### src/sv/sts_pkg.sv
// shared types, codes and default table contents for the segment table sequencer
// no dependencies; imported by every module of the block
package sts_pkg;

  localparam int TABLE_ENTRIES_DEF = 8;
  localparam int ADDR_W     = 4;
  localparam int ADDR_ROW_W = ADDR_W - 1;
  localparam int ADDR_ROWS  = 2 ** ADDR_ROW_W;
  localparam int WORD_W     = 16;
  localparam int CFG_IDX_W  = 3;
  localparam int CFG_DATA_W = 32;
  localparam int DEFAULT_ROWS = 5;

  // input word kinds
  localparam logic [2:0] KIND_CMD    = 3'd0;
  localparam logic [2:0] KIND_SAMPLE = 3'd1;
  localparam logic [2:0] KIND_MS     = 3'd2;
  localparam logic [2:0] KIND_WRITE  = 3'd3;
  localparam logic [2:0] KIND_READ   = 3'd4;

  // commands
  localparam logic [2:0] CMD_FORWARD = 3'd0;
  localparam logic [2:0] CMD_REWIND  = 3'd1;
  localparam logic [2:0] CMD_PLAY    = 3'd2;
  localparam logic [2:0] CMD_HALT    = 3'd3;
  localparam logic [2:0] CMD_REPLAY  = 3'd4;

  // configuration register indexes
  localparam logic [CFG_IDX_W-1:0] REG_FWD_DUR    = 3'd0;
  localparam logic [CFG_IDX_W-1:0] REG_FWD_LEVEL  = 3'd1;
  localparam logic [CFG_IDX_W-1:0] REG_REW_DUR    = 3'd2;
  localparam logic [CFG_IDX_W-1:0] REG_REW_LEVEL  = 3'd3;
  localparam logic [CFG_IDX_W-1:0] REG_SETTLE_DUR = 3'd4;
  localparam logic [CFG_IDX_W-1:0] REG_REP_TOTAL  = 3'd5;
  localparam logic [CFG_IDX_W-1:0] REG_REP_INTVL  = 3'd6;

  typedef struct packed {
    logic [15:0] forward_duration;
    logic [14:0] forward_level;
    logic [15:0] rewind_duration;
    logic [14:0] rewind_level;
    logic [15:0] settle_duration;
    logic [7:0]  repeat_total;
    logic [31:0] repeat_interval;
  } cfg_t;

  // sequencer to table storage
  typedef struct packed {
    logic                  prog_we;
    logic                  prog_sel_dur;
    logic [ADDR_ROW_W-1:0] prog_row;
    logic [WORD_W-1:0]     prog_wdata;
    logic                  copy;
    logic                  build;
    logic [WORD_W-1:0]     step_dur;
    logic [WORD_W-1:0]     step_level;
    logic [WORD_W-1:0]     settle_dur;
  } tab_ctrl_t;

  typedef struct packed {
    logic signed [15:0] drive_level;
    logic               running;
    logic [15:0]        read_data;
    logic [7:0]         repeats_pending;
  } res_t;

  // only the address-reachable rows can ever hold nonzero words
  function automatic int play_rows(input int n);
    return (n < ADDR_ROWS) ? n : ADDR_ROWS;
  endfunction

  function automatic logic [WORD_W-1:0] default_level(input int i);
    case (i)
      0:       return 16'hFC18;
      1:       return 16'd100;
      3:       return 16'hFED4;
      default: return 16'd0;
    endcase
  endfunction

  function automatic logic [WORD_W-1:0] default_duration(input int i);
    case (i)
      0, 1, 3, 4: return 16'd150;
      2:          return 16'd200;
      default:    return 16'd0;
    endcase
  endfunction

endpackage

### src/sv/sts_table.sv
// programmable and play segment tables held in flip-flops
// depends on sts_pkg; written under control of sts_seq
module sts_table import sts_pkg::*; #(
  parameter int TABLE_ENTRIES = TABLE_ENTRIES_DEF
) (
  input  logic                                   clk,
  input  logic                                   rst,
  input  tab_ctrl_t                              ctrl,
  input  logic [$clog2(play_rows(TABLE_ENTRIES)+1)-1:0] play_index,
  output logic [WORD_W-1:0]                      read_word,
  output logic [WORD_W-1:0]                      play_level,
  output logic [WORD_W-1:0]                      play_dur
);

  localparam int ROWS  = play_rows(TABLE_ENTRIES);
  localparam int ROW_W = $clog2(ROWS);
  localparam int IDX_W = $clog2(ROWS + 1);

  logic [WORD_W-1:0] prog_levels    [ROWS];
  logic [WORD_W-1:0] prog_durations [ROWS];
  logic [WORD_W-1:0] play_levels    [ROWS];
  logic [WORD_W-1:0] play_durations [ROWS];

  logic row_ok;
  logic idx_ok;

  assign row_ok = {1'b0, ctrl.prog_row} < (ADDR_ROW_W + 1)'(ROWS);
  assign idx_ok = play_index < IDX_W'(ROWS);

  always_ff @(posedge clk) begin
    if (rst) begin
      for (int i = 0; i < ROWS; i++) begin
        prog_levels[i]    <= default_level(i);
        prog_durations[i] <= default_duration(i);
        play_levels[i]    <= '0;
        play_durations[i] <= '0;
      end
    end else begin
      if (ctrl.prog_we && row_ok) begin
        if (ctrl.prog_sel_dur) begin
          prog_durations[ctrl.prog_row[ROW_W-1:0]] <= ctrl.prog_wdata;
        end else begin
          prog_levels[ctrl.prog_row[ROW_W-1:0]] <= ctrl.prog_wdata;
        end
      end
      if (ctrl.copy) begin
        for (int i = 0; i < ROWS; i++) begin
          play_levels[i]    <= prog_levels[i];
          play_durations[i] <= prog_durations[i];
        end
      end else if (ctrl.build) begin
        for (int i = 2; i < ROWS; i++) begin
          play_levels[i]    <= '0;
          play_durations[i] <= '0;
        end
        play_levels[0]    <= ctrl.step_level;
        play_durations[0] <= ctrl.step_dur;
        play_levels[1]    <= '0;
        play_durations[1] <= ctrl.settle_dur;
      end
    end
  end

  always_comb begin
    read_word = '0;
    if (row_ok) begin
      read_word = ctrl.prog_sel_dur ? prog_durations[ctrl.prog_row[ROW_W-1:0]]
                                    : prog_levels[ctrl.prog_row[ROW_W-1:0]];
    end
    play_level = idx_ok ? play_levels[play_index[ROW_W-1:0]] : '0;
    play_dur   = idx_ok ? play_durations[play_index[ROW_W-1:0]] : '0;
  end

endmodule

### src/sv/sts_seq.sv
// playback and replay sequencing state, result word formation
// depends on sts_pkg; drives sts_table through tab_ctrl_t
module sts_seq import sts_pkg::*; #(
  parameter int TABLE_ENTRIES = TABLE_ENTRIES_DEF
) (
  input  logic                                   clk,
  input  logic                                   rst,
  input  logic                                   fire,
  input  logic [2:0]                             kind,
  input  logic [2:0]                             command,
  input  logic [ADDR_W-1:0]                      table_address,
  input  logic [WORD_W-1:0]                      write_data,
  input  cfg_t                                   cfg,
  input  logic [WORD_W-1:0]                      read_word,
  input  logic [WORD_W-1:0]                      play_level,
  input  logic [WORD_W-1:0]                      play_dur,
  output logic [$clog2(play_rows(TABLE_ENTRIES)+1)-1:0] play_index,
  output tab_ctrl_t                              ctrl,
  output res_t                                   res
);

  localparam int ROWS  = play_rows(TABLE_ENTRIES);
  localparam int IDX_W = $clog2(ROWS + 1);

  logic [IDX_W-1:0]  segment_index, segment_index_next;
  logic [15:0]       ticks_left, ticks_left_next;
  logic [15:0]       held_level, held_level_next;
  logic              playing, playing_next;
  logic [7:0]        replays_left, replays_left_next;
  logic [31:0]       replay_timer, replay_timer_next;
  logic [31:0]       timer_dec;
  logic              idle;

  assign play_index = segment_index;
  assign idle       = !playing && (replays_left == 8'd0);
  assign timer_dec  = (replay_timer != 32'd0) ? replay_timer - 32'd1 : 32'd0;

  always_comb begin
    segment_index_next = segment_index;
    ticks_left_next    = ticks_left;
    held_level_next    = held_level;
    playing_next       = playing;
    replays_left_next  = replays_left;
    replay_timer_next  = replay_timer;

    ctrl              = '0;
    ctrl.prog_sel_dur = table_address[0];
    ctrl.prog_row     = table_address[ADDR_W-1:1];
    ctrl.prog_wdata   = write_data;
    ctrl.settle_dur   = cfg.settle_duration;

    res             = '0;

    if (fire) begin
      case (kind)
        KIND_CMD: begin
          case (command)
            CMD_FORWARD, CMD_REWIND: begin
              if (idle) begin
                ctrl.build = 1'b1;
                if (command == CMD_FORWARD) begin
                  ctrl.step_dur   = cfg.forward_duration;
                  ctrl.step_level = {1'b0, cfg.forward_level};
                end else begin
                  ctrl.step_dur   = cfg.rewind_duration;
                  ctrl.step_level = 16'd0 - {1'b0, cfg.rewind_level};
                end
                segment_index_next = '0;
                ticks_left_next    = '0;
                playing_next       = 1'b1;
              end
            end
            CMD_PLAY: begin
              if (!playing) begin
                ctrl.copy          = 1'b1;
                segment_index_next = '0;
                ticks_left_next    = '0;
                playing_next       = 1'b1;
              end
            end
            CMD_HALT: begin
              playing_next      = 1'b0;
              replays_left_next = '0;
              replay_timer_next = '0;
            end
            CMD_REPLAY: begin
              if (idle) begin
                replays_left_next = cfg.repeat_total;
                replay_timer_next = '0;
              end
            end
            default: ;
          endcase
        end
        KIND_SAMPLE: begin
          if (playing) begin
            if (ticks_left != 16'd0) begin
              ticks_left_next = ticks_left - 16'd1;
              res.drive_level = held_level;
            end else if (segment_index >= IDX_W'(ROWS) || play_dur == 16'd0) begin
              playing_next = 1'b0;
            end else begin
              ticks_left_next    = play_dur;
              held_level_next    = play_level;
              segment_index_next = segment_index + IDX_W'(1);
              res.drive_level    = play_level;
            end
          end
        end
        KIND_MS: begin
          replay_timer_next = timer_dec;
          // a due replay is consumed even when playback is already busy
          if (replays_left != 8'd0 && timer_dec == 32'd0) begin
            replays_left_next = replays_left - 8'd1;
            replay_timer_next = cfg.repeat_interval;
            if (!playing) begin
              ctrl.copy          = 1'b1;
              segment_index_next = '0;
              ticks_left_next    = '0;
              playing_next       = 1'b1;
            end
          end
        end
        KIND_WRITE: ctrl.prog_we = 1'b1;
        KIND_READ:  res.read_data = read_word;
        default: ;
      endcase
    end

    res.running         = playing_next;
    res.repeats_pending = replays_left_next;
  end

  always_ff @(posedge clk) begin
    if (rst) begin
      segment_index <= '0;
      ticks_left    <= '0;
      held_level    <= '0;
      playing       <= 1'b0;
      replays_left  <= '0;
      replay_timer  <= '0;
    end else begin
      segment_index <= segment_index_next;
      ticks_left    <= ticks_left_next;
      held_level    <= held_level_next;
      playing       <= playing_next;
      replays_left  <= replays_left_next;
      replay_timer  <= replay_timer_next;
    end
  end

  a_stop_clears: assert property (@(posedge clk) disable iff (rst)
    fire && kind == KIND_CMD && command == CMD_HALT |=> !playing && replays_left == 8'd0)
    else $error("stop did not clear playback and replays");

  a_index_bound: assert property (@(posedge clk) disable iff (rst)
    segment_index <= IDX_W'(ROWS))
    else $error("segment index past table end");

  a_drive_only_on_sample: assert property (@(posedge clk) disable iff (rst)
    !(fire && kind == KIND_SAMPLE) |-> res.drive_level == 16'sd0)
    else $error("drive level on a word that is not a sample tick");

endmodule

### src/sv/segment_table_drive_sequencer_unit.sv
// segment table drive sequencer: input register, sequencer, table storage, output register
// depends on sts_pkg, sts_seq, sts_table
// an accepted word is held in the input register; on firing its result word is registered
// throughput: one word per cycle while the output is not stalled; the single-pass state update sets the rate
// input stalls only while the output register holds a word that is being stalled
// reset: synchronous, loads the default programmable table, clears play table and state
module segment_table_drive_sequencer_unit import sts_pkg::*; #(
  parameter int TABLE_ENTRIES = TABLE_ENTRIES_DEF
) (
  input  logic                  clk,
  input  logic                  rst,
  input  logic                  in_valid,
  output logic                  in_stall,
  input  logic [2:0]            kind,
  input  logic [2:0]            command,
  input  logic [ADDR_W-1:0]     table_address,
  input  logic [WORD_W-1:0]     write_data,
  output logic                  out_valid,
  input  logic                  out_stall,
  output logic signed [15:0]    drive_level,
  output logic                  running,
  output logic [15:0]           read_data,
  output logic [7:0]            repeats_pending,
  input  logic                  cfg_we,
  input  logic [CFG_IDX_W-1:0]  cfg_index,
  input  logic [CFG_DATA_W-1:0] cfg_data
);

  localparam int IDX_W = $clog2(play_rows(TABLE_ENTRIES) + 1);

  cfg_t              cfg;
  logic              s1_valid;
  logic [2:0]        s1_kind;
  logic [2:0]        s1_command;
  logic [ADDR_W-1:0] s1_address;
  logic [WORD_W-1:0] s1_wdata;
  logic              s1_fire;
  logic              in_take;
  tab_ctrl_t         ctrl;
  res_t              res;
  logic [IDX_W-1:0]  play_index;
  logic [WORD_W-1:0] read_word;
  logic [WORD_W-1:0] play_level;
  logic [WORD_W-1:0] play_dur;

  assign s1_fire  = s1_valid && (!out_valid || !out_stall);
  assign in_stall = s1_valid && !s1_fire;
  assign in_take  = in_valid && !in_stall;

  always_ff @(posedge clk) begin
    if (rst) begin
      cfg <= '0;
    end else if (cfg_we) begin
      case (cfg_index)
        REG_FWD_DUR:    cfg.forward_duration <= cfg_data[15:0];
        REG_FWD_LEVEL:  cfg.forward_level    <= cfg_data[14:0];
        REG_REW_DUR:    cfg.rewind_duration  <= cfg_data[15:0];
        REG_REW_LEVEL:  cfg.rewind_level     <= cfg_data[14:0];
        REG_SETTLE_DUR: cfg.settle_duration  <= cfg_data[15:0];
        REG_REP_TOTAL:  cfg.repeat_total     <= cfg_data[7:0];
        REG_REP_INTVL:  cfg.repeat_interval  <= cfg_data;
        default: ;
      endcase
    end
  end

  // input register
  always_ff @(posedge clk) begin
    if (rst) begin
      s1_valid <= 1'b0;
    end else if (in_take) begin
      s1_valid <= 1'b1;
    end else if (s1_fire) begin
      s1_valid <= 1'b0;
    end
  end

  always_ff @(posedge clk) begin
    if (in_take) begin
      s1_kind    <= kind;
      s1_command <= command;
      s1_address <= table_address;
      s1_wdata   <= write_data;
    end
  end

  sts_seq #(.TABLE_ENTRIES(TABLE_ENTRIES)) u_seq (
    .clk           (clk),
    .rst           (rst),
    .fire          (s1_fire),
    .kind          (s1_kind),
    .command       (s1_command),
    .table_address (s1_address),
    .write_data    (s1_wdata),
    .cfg           (cfg),
    .read_word     (read_word),
    .play_level    (play_level),
    .play_dur      (play_dur),
    .play_index    (play_index),
    .ctrl          (ctrl),
    .res           (res)
  );

  sts_table #(.TABLE_ENTRIES(TABLE_ENTRIES)) u_table (
    .clk        (clk),
    .rst        (rst),
    .ctrl       (ctrl),
    .play_index (play_index),
    .read_word  (read_word),
    .play_level (play_level),
    .play_dur   (play_dur)
  );

  // output register
  always_ff @(posedge clk) begin
    if (rst) begin
      out_valid <= 1'b0;
    end else if (s1_fire) begin
      out_valid <= 1'b1;
    end else if (!out_stall) begin
      out_valid <= 1'b0;
    end
  end

  always_ff @(posedge clk) begin
    if (s1_fire) begin
      drive_level     <= res.drive_level;
      running         <= res.running;
      read_data       <= res.read_data;
      repeats_pending <= res.repeats_pending;
    end
  end

endmodule
### config.mk
export PLATFORM = sky130hd
export DESIGN_NAME = segment_table_drive_sequencer_unit
export DESIGN_NICKNAME = d
export VERILOG_FILES = /design/src/sv/sts_pkg.sv /design/src/sv/sts_table.sv /design/src/sv/sts_seq.sv /design/src/sv/segment_table_drive_sequencer_unit.sv
export SDC_FILE = /design/constraint.sdc
export NUM_CORES = 1
export LEC_CHECK = 0
export BUFFER_PORTS_ARGS = -buffer_cell sky130_fd_sc_hd__clkbuf_2
export CAP_MARGIN = 20
export CORE_MARGIN = 3
export CORE_UTILIZATION = 37
export CTS_CLUSTER_DIAMETER = 150
export CTS_CLUSTER_SIZE = 20
export DETAILED_ROUTE_END_ITERATION = 7
export PLACE_DENSITY = 0.62
export SYNTH_ARGS = -nofsm -noshare
export SYNTH_HDL_FRONTEND = slang
export SYNTH_SLANG_ARGS = --single-unit
### constraint.sdc
create_clock -name clk -period 7 [get_ports clk]
set_input_delay 2.1 -clock clk [delete_from_list [all_inputs] [get_ports clk]]
set_output_delay 2.1 -clock clk [all_outputs]
set_load 0.005 [all_outputs]
# --- Word-level counts from Yosys, hierarchy flattened ---
# Memory sizes are Yosys's and may differ from the RTL's. A register that Yosys moved wholly into a read port is not among the register bits.
# Index checks and enable logic that the tools add are counted.
totals:
  reg_bits: 264
  mem_bits_rw: 512
  in_bits: 66
  out_inout_bits: 43
  mem_count: 4
memory_table:
  columns: ["name", "depth", "width", "rd", "rd_ports_with_merged_regs", "write_ports", "line", "text"]
  rows:
  - ["u_table.play_durations", 8, 16, 1, 1, 8, "sts_table.sv:22", "logic [WORD_W-1:0] play_durations [ROWS];"]
  - ["u_table.play_levels", 8, 16, 1, 1, 8, "sts_table.sv:21", "logic [WORD_W-1:0] play_levels [ROWS];"]
  - ["u_table.prog_durations", 8, 16, 9, 1, 8, "sts_table.sv:20", "logic [WORD_W-1:0] prog_durations [ROWS];"]
  - ["u_table.prog_levels", 8, 16, 9, 1, 8, "sts_table.sv:19", "logic [WORD_W-1:0] prog_levels [ROWS];"]
op_classes:
  n_addsub: 5
  magnitude_cmp: 2
  n_eq_ne: 24
  mux: 121
  n_bitwise: 34
  reduce_logical: 39
ops:
  columns: ["cell", "count"]
  rows:
  - ["two-way mux 16 bit", 51]
  - ["two-way mux 32 bit", 4]
  - ["one-hot mux 32 bit (2 select lines)", 2]
  - ["two-way mux 33 bit", 3]
  - ["one-hot mux 16 bit (3 select lines)", 1]
  - ["two-way mux 1 bit", 34]
  - ["two-way mux 34 bit", 1]
  - ["zero test 32 bit", 1]
  - ["OR 1 bit", 32]
  - ["one-hot mux 16 bit (2 select lines)", 1]
  - ["one-hot mux 8 bit (2 select lines)", 2]
  - ["nonzero test 32 bit", 1]
  - ["OR reduction 16 bit", 2]
  - ["subtractor 32 x 1 -> 32 bit, second input constant", 1]
  - ["two-way mux 3 bit", 8]
  - ["two-way mux 4 bit", 6]
  - ["two-way mux 8 bit", 3]
  - ["equality test 3 x 2 -> 1 bit, second input constant", 6]
  - ["zero test 16 bit", 1]
  - ["AND reduction 2 bit", 8]
  - ["nonzero test 16 bit", 1]
  - ["subtractor 1 x 15 -> 16 bit, first input constant", 1]
  - ["subtractor 16 x 1 -> 16 bit, second input constant", 1]
  - ["equality test 3 bit, second input constant", 5]
  - ["other kinds (27)", 49]

# --- Logic depth before layout (Yosys ltp) ---
# Gate-level depths: netlist of the first run.
logic_depth:
  depth_word: 12
  ltp_mapped: 16

# --- Modules after synthesis ---
# Synthesis of the first run repeated with hierarchy kept, for this count alone.
unflattened:
  hier_cells: 3193
  area_unflattened_um2: 36437.4
modules_own_cells:
  columns: ["module", "instances", "cells_each", "area_per_inst_um2", "seq_area_each_um2"]
  rows:
  - ["sts_table", 1, 1762, 23151.0, 14093.5]
  - ["segment_table_drive_sequencer_unit", 1, 505, 6840.3, 4414.2]
  - ["sts_seq", 1, 926, 6446.2, 1541.5]

# --- Worst setup path after synthesis of the first run ---
# Ideal clock, no wire load.
synth_path:
  path_kind: "in2reg"
  startpoint: "in out_stall"
  endpoint: "mem u_table.play_durations[0][0] (enable)"
  setup_ns: 0.418
  arrival_ns: 5.357
  path_slack_ns: 1.225
  stages: 11
  path_buffers: 3
  path_cell_list: "a21bo_2 -> or2_2 -> nor2_1 -> nand2_1 -> nor3_1 -> a31oi_4 -> and2_1 -> buf_4 -> buf_4 -> buf_2 -> inv_1"
synth_lines:
  columns: ["item", "line", "text"]
  rows:
  - ["from (decl)", "segment_table_drive_sequencer_unit.sv:19", "input logic out_stall,"]
  - ["to (decl)", "sts_table.sv:22", null]

==> impl_metrics.yaml, run 1 <==
outcome:
  status: "complete, no violations"
critical_path:
  worst_path_max_delay_cell: "buf_4"
  start_kind: "register"
  regToRegSetupSlack_ns: 1.63
  r2r_start: "u_seq.replay_timer[4]$_SDFFE_PP0P_"
  path_depth: 10
  crit_family: "simple AND/OR/NAND/NOR gates"
  criticalPathCategory: "register to register"
  worstSetupStartpoint: "u_seq.replay_timer[4]$_SDFFE_PP0P_"
  reg2reg_depth: 10
  cp-end-kind: "register"
  cp.buffers_inverters: 1
  slowest_delay_ns: 0.82
  crit_chain: "or4_1 > or4_4 > or3_1 > a21oi_1 > a211o_1 > o21ba_1 > a31oi_4 > and2_4 > buf_4 > a22o_1"
  cp_max_fo: 82
  cp_data_arrival_time_ns: 5.93
  endpoint: "u_table.play_levels[7][6]$_SDFFE_PP0N_"
  worstReg2RegEnd: "u_table.play_levels[7][6]$_SDFFE_PP0N_"
  crit_required_ns: 7.56
global_routing:
  grt_pass1_vias: 22886
  met3_usage_pct: 2.66
  grt_max_degree: 157
  grt_usage_pct: 20.9
  gr-total-overflow: 0
  busiest_layer: "met2"
  grt_use_met1_pct: 29.1
  grt_pass1_wl_um: 154000
  met2_usage_pct: 33.9
  antenna_found_initial: 8
timing:
  worst_slew_pin_slew_ns: 1.13
  fin_crit_sh_pct: 76.7
  finalClockSkew_ns: 0.0264
  hold_viol_final: 0
  slew_headroom_pct: 24.3
  setup_viol: 0
  rsz0062_at_grt: "no"
  fin_crit_ns: 5.37
  tns_ns: 0
  final_max_slew_viol_count: 0
  fmaxAchievable_mhz: 186
yosys:
  synthTopCellsByArea: "edfxtp_1, dfxtp_1, mux4_2, and2_1, nand2_1"
  synth_edf_count: 451
  synthTopCellsByCount: "edfxtp_1, nand2_1, dfxtp_1"
  synth_ff_type: "edfxtp_1"
  synth_area_per_cell_sq_um: 12.1
  netlist_area_sq_um: 34900
  yosys_warnings: 0
  synth_top_area_share_pct: 38.8
  syn_nets: 2966
  synth_most_common_cell: "edfxtp_1"
  yosysUniqueCellTypes: 77
  yosysTopAreaCell: "edfxtp_1"
  synthCells: 2892
  ys_seq_area_share_pct: 57.8
  ys_async_sr_fraction_pct: 0
  ys_ff_latch: 782
final_layout:
  layout-drive-gt1-share_pct: 14.8
  nets: 2962
  syn2layout_area_growth_pct: 8.84
run:
  drv_cap: 0
floorplan:
  core_area_sq_um: 92500
  placementRows: 111
  initial_core_util_pct: 37.7
  io_pins: 109
  die_w_um: 313
  dieArea_sq_um: 98000
  die_h_um: 313
pwr:
  internal-power_mw: 6.43
  pwr-share-seq_pct: 59.8
  p_total_mw: 8.52
  switching_share_pct: 24.6
  pwr-share-clk_pct: 32.8
  pwr-share-comb_pct: 7.5
  p_per_area_nw_per_um2: 224
  ir_worst_vdd_uv: 164
  power_leakage_nw: 13.2
  net-switching-power_mw: 2.09
drt:
  wl_um: 104000
  first_pass_iters: 6
  drc: 0
  viasPerCell: 5.72
  vias: 23828
  postRouteAntennaNets: 0
  routedWlPerCell_um: 25.0
  drt-initial-drc-count: 2753
clock_network:
  cts_buffers: 45
  cts_resized: 0
  hold_buffers: 0
  root_buffer: "clkbuf_16"
  cts_buffer_depth: 3
  h-tree-depth: 2
  clock_latency_ns: 0.62
  post_cts_buffers: 0
  clkSlewWorstSetupHoldPaths_ns: 0.10
  cts_num_sinks: 782
  tritoncts: "built"
placed_design:
  portBuffers: 108
  place.gp.congestion: 0.903
  dp_hpwl_um: 69700
min_path:
  hold_path.class: "register to register"
==> worst min-delay path by stage <==
stage	from	end	slack (ns)	depth (start not counted)
after detailed placement	cfg[29]$_SDFFE_PP0P_	u_seq.replay_timer[29]$_SDFFE_PP0P_	0.44	2
after CTS	cfg[83]$_SDFFE_PP0P_	cfg[83]$_SDFFE_PP0P_	0.46	2
final	cfg[79]$_SDFFE_PP0P_	cfg[79]$_SDFFE_PP0P_	0.45	2
after floorplan	cfg[29]$_SDFFE_PP0P_	u_seq.replay_timer[29]$_SDFFE_PP0P_	0.42	2
after global routing	cfg[75]$_SDFFE_PP0P_	cfg[75]$_SDFFE_PP0P_	0.47	2
after global placement	cfg[29]$_SDFFE_PP0P_	u_seq.replay_timer[29]$_SDFFE_PP0P_	0.44	2
==> metal layers <==
layer / routed length (um) / share of wire, %
met5: 13 / 0.012
met4: 3780 / 3.6
met3: 7190 / 6.9
met2: 48900 / 47
met1: 44400 / 43
==> stage by stage <==
step / instance area, sq um / std cells / utilization, % / hold WS (ns) / setup slack (ns)
2_1_floorplan: 34900 / 2892 / - / 0.422 / 1.22
3_3_place_gp: 36600 / 4082 / 39.6 / 0.436 / 1.42
3_5_place_dp: 36600 / 4082 / 39.6 / 0.437 / 1.38
4_1_cts: 37900 / 4164 / 41.0 / 0.457 / 1.72
5_1_grt: 37900 / 4167 / 41.0 / 0.473 / 1.35
6_report: 37900 / 4167 / 41.0 / 0.452 / 1.63
==> layout make-up <==
class / instances / area, sq um
Clock buffer: 78 / 1250
Fill cell: 8787 / 54500
Inverter: 21 / 81.3
Clock inverter: 4 / 41.3
Sequential cell: 782 / 20200
Tap cell: 1243 / 1560
Timing Repair Buffer: 171 / 1070
Multi-Input combinational cell: 1867 / 13800
Antenna cell: 1 / 2.50
==> cell families after synthesis <==
family / after synthesis / synth area share [%]
XOR/XNOR: 27 / 0.678
buffers and inverters: 243 / 2.82
AO/OA/AOI/OAI: 531 / 10.9
adder cells (fa/ha/maj): 8 / 0.287
flip-flops: 782 / 57.8
AND/OR/NAND/NOR: 1076 / 15.9
multiplexers: 225 / 11.6
==> worst register-to-register path: stages (launching register included) <==
cell	delay (ns)
dfxtp_1	0.40
or4_1	0.79
or4_4	0.65
or3_1	0.38
a21oi_1	0.30
a211o_1	0.25
o21ba_1	0.32
a31oi_4	0.39
and2_4	0.59
buf_4	0.86
a22o_1	0.37
==> sequential cells by signal (all words and copies together) (netlist names), named ones only <==
register                flops
u_seq.play_index            4
cfg                       118
running                     1
u_seq.ticks_left           16
u_seq.replays_left          8
u_table.prog_durations    128
s1_valid                    1
out_valid                   1
u_table.play_durations    128
u_seq.playing               1
u_table.play_levels       128
s1_wdata                   16
read_data                  16
u_table.prog_levels       128
s1_command                  3
u_seq.replay_timer         32
s1_kind                     3
u_seq.held_level           16
repeats_pending             8
s1_address                  4
drive_level                16
==> cell usage in the layout, fill, tap and decap left out, types with 24 or more instances in the layout <==
cell / instances
and3_1: 86
a21oi_1: 158
a32o_1: 46
edfxtp_1: 451
clkbuf_2: 107
nor4_1: 33
nor2_1: 146
clkbuf_1: 33
and2_1: 227
mux2_2: 25
o21ai_0: 62
clkbuf_16: 45
a22o_1: 127
nand2_1: 343
mux4_2: 142
mux2i_1: 58
dfxtp_1: 326
nand3_1: 24
nand2b_1: 25
or3_1: 40
buf_4: 58
nor3_1: 50
a22oi_1: 28
==> power groups by stage <==
stage	clock network, mW	logic [mW]	registers [mW]
2_1_floorplan	0	0.398	5.12
3_3_place_gp	0	0.632	5.19
3_5_place_dp	0	0.633	5.19
4_1_cts	2.85	0.636	5.09
5_1_grt	3.00	0.672	5.11
6_report	2.79	0.635	5.09
No activity file was read; power rests on OpenSTA's default activity.
==> run 2, diff against run 1 <==
==> constraint.sdc (replaced) <==
create_clock -name clk -period 5.1 [get_ports clk]
set_input_delay 1.53 -clock clk [delete_from_list [all_inputs] [get_ports clk]]
set_output_delay 1.53 -clock clk [all_outputs]
set_load 0.005 [all_outputs]
==> impl_metrics.yaml, run 2 (synthesized netlist as in run 1, its figures left out) <==
run:
  drv_cap: 0
timing:
  fin_crit_sh_pct: 90.8
  fin_crit_ns: 4.63
  worst_slew_pin_slew_ns: 1.06
  finalClockSkew_ns: 0.0405
  rsz0062_at_grt: "no"
  hold_viol_final: 0
  final_max_slew_viol_count: 0
  slew_headroom_pct: 29.1
  fmaxAchievable_mhz: 216
  setup_viol: 0
critical_path:
  cp_max_fo: 68
  cp_data_arrival_time_ns: 5.13
  criticalPathCategory: "register to register"
  crit_chain: "or4_1 > nor4_1 > buf_4 > nand4b_1 > a2111oi_0 > a21o_1 > a31oi_4 > and2_4 > buf_4 > a22o_1"
  start_kind: "register"
  crit_top_cell: "buf_4"
  slowest_delay_ns: 0.78
  cp-end-kind: "register"
  crit_required_ns: 5.60
  worst_path_max_delay_cell: "a2111oi_0"
pwr:
  p_per_area_nw_per_um2: 306
  pwr-share-clk_pct: 32.7
  pwr-share-seq_pct: 59.6
  switching_share_pct: 24.3
  net-switching-power_mw: 2.85
  pwr-share-comb_pct: 7.6
  internal-power_mw: 8.86
  p_total_mw: 11.7
  power_leakage_nw: 13.4
  ir_worst_vdd_uv: 257
drt:
  drt-initial-drc-count: 2372
  vias: 24020
  routedWlPerCell_um: 24.9
  wl_um: 104000
  viasPerCell: 5.72
  first_pass_iters: 7
  postRouteAntennaNets: 0
  drc: 0
clock_network:
  cts_resized: 0
  clock_latency_ns: 0.62
  cts_buffers: 45
  cts_buffer_depth: 3
  hold_buffers: 0
  tritoncts: "built"
  post_cts_buffers: 0
  h-tree-depth: 2
  root_buffer: "clkbuf_16"
  clkSlewWorstSetupHoldPaths_ns: 0.09
  cts_num_sinks: 782
global_routing:
  grt_pass1_wl_um: 154000
  antenna_found_initial: 3
  grt_max_degree: 156
  gr-total-overflow: 0
  grt_pass1_vias: 22905
  grt_usage_pct: 20.9
final_layout:
  final_common_cell: "edfxtp_1"
  final_cell_mix: "edfxtp_1, nand2_1, dfxtp_1"
  stdcell_area_sq_um: 38300
  nets: 2992
  layout-drive-gt1-share_pct: 15.5
  syn2layout_area_growth_pct: 9.82
floorplan:
  dieArea_sq_um: 98000
  placementRows: 111
  core_area_sq_um: 92500
  io_pins: 109
  initial_core_util_pct: 37.7
  die_h_um: 313
  die_w_um: 313
placed_design:
  place.gp.congestion: 0.903
  dp_hpwl_um: 72100
  placed_cell_area_sq_um: 37000
  portBuffers: 108
min_path:
  hold_path.class: "register to register"
outcome:
  status: "complete, no violations"
[run 2: cell type report]
cell class                      count  area, sq um
Fill cell                        8751        54200
Sequential cell                   782        20200
Multi-Input combinational cell   1867        13800
Tap cell                         1243         1560
Timing Repair Buffer              201         1400
Clock buffer                       78         1270
Inverter                           21         81.3
Clock inverter                      3         41.3
Antenna cell                        1         2.50
[run 2: power by group through the flow]
stage,clock [mW],sequential [mW],combinational [mW]
CTS,3.91,6.99,0.896
global placement,0,7.13,0.892
floorplan,0,7.02,0.547
finish,3.83,6.98,0.893
global route,4.14,7.01,0.946
detailed placement,0,7.13,0.894
[run 2: worst max-delay path: cells and delay by family (launching register included)]
family / cells / cell delay, ns
buf+inv: 2 / 0.56
flops: 1 / 0.40
compound gates: 4 / 1.82
simple gates: 4 / 1.67
[run 2: final timing paths]
path / start / end / slack, ns / depth (start not counted)
worst max-delay path: u_seq.replay_timer[4]$_SDFFE_PP0P_ / u_table.play_levels[7][13]$_SDFFE_PP0N_ / 0.47 / 10
worst min-delay path: cfg[29]$_SDFFE_PP0P_ / u_seq.replay_timer[29]$_SDFFE_PP0P_ / 0.45 / 2
worst max register to register: u_seq.replay_timer[4]$_SDFFE_PP0P_ / u_table.play_levels[7][13]$_SDFFE_PP0N_ / 0.47 / 10
worst min register to register: cfg[29]$_SDFFE_PP0P_ / u_seq.replay_timer[29]$_SDFFE_PP0P_ / 0.45 / 2
[run 2: layer usage]
layer  vias to the layer above  global-route usage [%]  share of wire [%]  wire, um
li1                      10853                       -                  -         -
met1                     12036                    28.9                 42     44000
met2                       961                    32.2                 45     47000
met3                       170                    3.93                7.9      8210
met4                         0                    9.38                5.0      5250
met5                         -                       0                  0         0
[run 2: metrics by stage]
stage                     hold slack [ns]  instances  worst slack [ns]  util, %  TNS, ns
after floorplan                     0.422       2892            -0.105        -   -13.49
after global placement              0.439       4113             0.758     40.0        0
after detailed placement            0.444       4113             0.669     40.0        0
after CTS                           0.454       4194             0.620     41.4        0
after global routing                0.475       4195             0.329     41.4        0
final                               0.450       4196             0.471     41.4        0
